--- src/hdl/dpq_pkg.sv ---
// Shared types and codes for the double-ended priority queue.
`timescale 1ns / 1ps
`default_nettype none
package dpq_pkg;

   localparam int unsigned ValueWidth = 32;
   localparam int unsigned CmdWidth   = 2;
   localparam int unsigned StatWidth  = 2;
   localparam int unsigned ReqWidth   = 40;
   localparam int unsigned RspWidth   = 40;

   typedef logic signed [ValueWidth-1:0] dpq_value_type;

   typedef enum logic [CmdWidth-1:0] {
      CMD_INSERT  = 2'd0,
      CMD_EXT_MIN = 2'd1,
      CMD_EXT_MAX = 2'd2,
      CMD_SPARE   = 2'd3
   } dpq_cmd_type;

   typedef enum logic [StatWidth-1:0] {
      STAT_OK    = 2'd0,
      STAT_EMPTY = 2'd1,
      STAT_FULL  = 2'd2,
      STAT_RSVD  = 2'd3
   } dpq_status_type;

   // per-cycle command broadcast to every cell
   typedef struct packed {
      logic ins;
      logic shift_down;
   } dpq_ctrl_type;

endpackage
`default_nettype wire

--- src/hdl/dpq_cell.sv ---
// One slot of the sorted chain: compare with the new key and shift.
`timescale 1ns / 1ps
`default_nettype none
module dpq_cell
   import dpq_pkg::*;
(
   input  wire logic          clock,
   input  wire dpq_ctrl_type  ctrl,
   input  wire dpq_value_type key,
   input  wire dpq_value_type left_val,
   input  wire logic          left_gt,
   input  wire dpq_value_type right_val,
   input  wire logic          occupied,
   input  wire logic          is_end,
   input  wire logic          is_top,
   output dpq_value_type      val,
   output logic               gt,
   output dpq_value_type      tap
);

   dpq_value_type val_ff;
   dpq_value_type val_in;

   // strict compare keeps a new key behind equal entries
   assign gt  = occupied && (val_ff > key);
   assign val = val_ff;
   assign tap = is_top ? val_ff : '0;

   always_comb begin
      val_in = val_ff;
      if (ctrl.ins) begin
         if (left_gt) begin
            val_in = left_val;
         end else if (gt || is_end) begin
            val_in = key;
         end
      end else if (ctrl.shift_down) begin
         val_in = right_val;
      end
   end

   always_ff @(posedge clock) begin
      val_ff <= val_in;
   end

endmodule
`default_nettype wire

--- config.mk ---
export PLATFORM = sky130hd
export DESIGN_NAME = dpq_cell
export DESIGN_NICKNAME = d
export VERILOG_FILES = /design/src/hdl/dpq_pkg.sv /design/src/hdl/dpq_cell.sv
export SDC_FILE = /design/constraint.sdc
export NUM_CORES = 1
export LEC_CHECK = 0
export ABC_AREA = 1
export BUFFER_PORTS_ARGS = -buffer_cell sky130_fd_sc_hd__buf_2
export CAP_MARGIN = 15
export CORE_ASPECT_RATIO = 2
export CORE_MARGIN = 2
export CORE_UTILIZATION = 35
export CTS_CLUSTER_DIAMETER = 30
export CTS_CLUSTER_SIZE = 24
export DETAILED_ROUTE_END_ITERATION = 10
export HOLD_SLACK_MARGIN = 0.05
export PLACE_DENSITY = 0.7
export REMOVE_ABC_BUFFERS = 1
export SYNTH_ARGS = -nofsm -noshare
export SYNTH_HDL_FRONTEND = slang
export SYNTH_SLANG_ARGS = --single-unit
--- constraint.sdc ---
create_clock -name clock -period 2.9 [get_ports clock]
set_clock_uncertainty 0.05 [all_clocks]
set_input_delay 0.145 -clock clock [delete_from_list [all_inputs] [get_ports clock]]
set_output_delay 0.145 -clock clock [all_outputs]
set_load 0.02 [all_outputs]
==> impl.org <==
** Global routing
- The initial antenna violation count is 0.
- Entering global routing, the biggest net connects 35 pins.
- After global routing the overflow that remains totals 0.
- For this run, the total global-route usage over all layers was measured as 19.7%.
- Vias in the first global route :: 2,929
- Global-route wire length before repair :: 12,800 um

** Detailed routing
- Total length of routed wires :: 8420 um
- Count of TritonRoute iterations in the first routing pass :: 4
- The count of nets left with antenna violations once routing finished came out at 0.
- Per-cell via count in the routed design :: 4.70
- Vias after detailed routing :: 3,066
- In the final routed layout, each cell accounts on average for 12.9 um.
- Remaining DRCs :: 0
- For this block, the initial DRC count from the detailed router was 127.

** Clock network
- Clock root buffer master :: clkbuf_16
- Insertion delay to the later sink of the worst-skew pair :: 0.27 ns
- Post-CTS repair changed the size of 0 cells.
- H-Tree Level Count :: 2
- Hold buffer count at CTS :: 0
- Clock Tree Buf Depth :: 2
- The clock drives 32 sinks.
- TritonCTS clock tree :: yes
- Setup repair bufs after CTS :: 0
- In this run, CTS created clock tree buffers numbering 5.
- Clock-pin slew was measured on the worst setup and hold paths at 0.05 ns.

** Timing
- Total count of hold-check failures in the final report :: 0
- Final number of max-transition violations :: 0
- The worst pin sits at a relative slew slack of 56.6%.
- At the pin with the least slew margin, the transition time is 0.650 ns.
- WHS :: 0.101 ns
- Period utilisation layout :: 83.0%
- Setup repair after global routing missed its margin :: false
- The worst path needs 2.41 ns of the cycle, external delays included.
- Final setup violation count :: 0
- FMAX :: 0.415 GHz

** Cells and area
- The number of antenna diodes in the final layout is 0.
- The register with the most flip-flops in the layout has 32 of them.
- Relative to the synthesized area, the layout overhead comes to 40.1%.
- Utilization after layout :: 50.5%
- Share of cells above drive strength 1 :: 32.8%
- Commonest cells after routing, fill and taps aside :: buf_2 (167), nand2_1 (103), inv_1 (76)
- Fill cells in the final layout number 785.
- Leaving out fill and tap cells, the most frequent cell in the layout is buf_2.
- The final layout contains 692 nets.

** Synthesis
- Synthesized-area fraction occupied by ao, oa, aoi and oai cells :: 15.7%
- Multiplexer area fraction after synthesis :: 0%
- Synth area leader :: edfxtp_1
- After synthesis, the largest area contributor takes up 35.1% of total cell area.
- Cell count after synthesis :: 393
- Synth Cell Area :: 2740 um2
- By area the synthesized netlist is led by edfxtp_1 (35%), ha_1 (15%), nand2_1 (14%).
- Number of warnings printed during yosys synthesis :: 0
- After synthesis, the largest family of logic cells by area is simple AND/OR/NAND/NOR gates.
- In this run, synthesis produced a sequential element count of 32.
- Summing the areas of all fa, ha and maj instances in the mapped netlist gives 14.6% of the synthesized area.
- Part of the Yosys area used for sequential elements :: 35.1%
- Parity-gate share of the synthesized area counting xor and xnor cells :: 0%
- Simple-Gate Fraction of Synth Area :: 22.0%
- A synthesized cell averages 6.98 um2.
- The number of different library cells used by synthesis comes to 20.

** Setup path
- Worst-path fanout max :: 23
- STA puts the critical path data arrival time at 2.30 ns.
- Counting cells, the worst reg-to-reg path comes to 12.
- Critical path endpoint category :: flip-flop
- Critical path data required time :: 2.79 ns
- The worst setup path is launched from a flip-flop.
- The setup path with the least slack is of type flip-flop to flip-flop.

** Floorplan
- Vertical die dimension :: 129 um
- Total number of placement rows :: 45
- The region available for standard cell placement spans 7600 um2.
- Number of top-level design ports :: 168
- The initial utilization of the core area, before any placement, comes to 36.1%.
- Total Die Area :: 8600 um2
- The die is 66.6 um wide.

** Power
- Dividing total power by cell area gives a power density of 438 nW/um2.
- Switching share of power :: 34.1%
- In this run, the combinational gates consume 33.9% of the power.
- Internal power :: 1.11 mW
- The analysis attributes to net switching a power of 574 uW.
- Per report_power, the clock group accounts for 29.7% of the total.
- Across the VDD grid, the largest voltage drop is 0.364 mV.
- Sequential share of power :: 36.4%
- The analysis attributes to cell leakage a power of 2.29 nW.

** Min path
- The worst hold path belongs to the class primary input to flip-flop.
- Number of instances on the worst hold path :: 3

** Placed design
- Detailed placement ended at an HPWL of 6520 um.
- IO Port Bufs :: 167
- Routability-driven placement congestion ratio :: 0.780

** Job
- Max-cap viol count :: 0

** Outcome
- Run status :: completed
## final timing paths
check | from | endpoint | slack [ns]
min reg2reg | val[31] | val[11] | 1.17
max reg2reg | val[15] | val[27] | 0.49
max | val[15] | val[27] | 0.49
min | right_val[18] | val[18] | 0.10
## stage by stage
| stage | area [um2] | setup slack [ns] | TNS, ns | power [mW] | cells |
|---|---|---|---|---|---|
| detailed placement | 3680 | 0.473 | 0 | 1.19 | 643 |
| finish | 3840 | 0.492 | 0 | 1.68 | 652 |
| floorplan | 2690 | -0.0136 | -0.435 | 0.943 | 378 |
| global route | 3840 | 0.216 | 0 | 1.79 | 652 |
| global placement | 3680 | 0.504 | 0 | 1.18 | 643 |
| CTS | 3810 | 0.457 | 0 | 1.70 | 651 |
## cells by family after synthesis
family          count (synthesis)
fa+ha+maj                      32
simple gates                  153
compound gates                 84
flops                          32
buf+inv                        92
## layer usage
metal / routed length (um) / GRT usage [%] / share of wire (%) / vias up
met5: 0 / 0 / 0 / -
li1: - / - / - / 1577
met1: 3100 / 19.6 / 37 / 1364
met3: 466 / 2.78 / 5.5 / 11
met2: 4710 / 39.8 / 56 / 114
met4: 139 / 5.76 / 1.7 / 0
## power by group through the flow
stage	Clock (mW)	Sequential (mW)	Combinational (mW)
finish	0.500	0.612	0.569
global route	0.532	0.620	0.642
CTS	0.516	0.613	0.573
detailed placement	0	0.622	0.570
global placement	0	0.618	0.560
floorplan	0	0.677	0.266
## critical path: stages, from the launching register on
cell and delay [ns]:
edfxtp_1 0.41, ha_1 0.31, nand2_1 0.06, nor2_1 0.25
nand2_1 0.12, clkinv_1 0.06, nand2_1 0.05, nand2_1 0.05
nand2_1 0.06, nand3_1 0.08, nand3_2 0.11, a21oi_4 0.14
buf_4 0.33
## cell usage after synthesis
cell type	count
a21o_1	1
a21oi_1	14
a21oi_2	1
clkbuf_1	15
clkinv_1	1
edfxtp_1	32
ha_1	32
inv_1	76
nand2_1	103
nand2_2	1
nand3_1	2
nand3_2	1
nand4_1	1
nand4_2	1
nor2_1	41
nor2_2	2
nor3_1	1
o21a_1	2
o21ai_0	65
o21ai_1	1
## area by class of cell
cell class                 instances  area, um2  area share (%)
clock buffer                       7        133            3.45
tap                               94        118            3.06
timing repair buffer             172        893            23.3
inverter                          77        289            7.53
sequential                        32        961            25.0
multi-input combinational        269       1440            37.6
clock inverter                     1       3.75          0.0978
No activity file was read; power rests on OpenSTA's default activity.
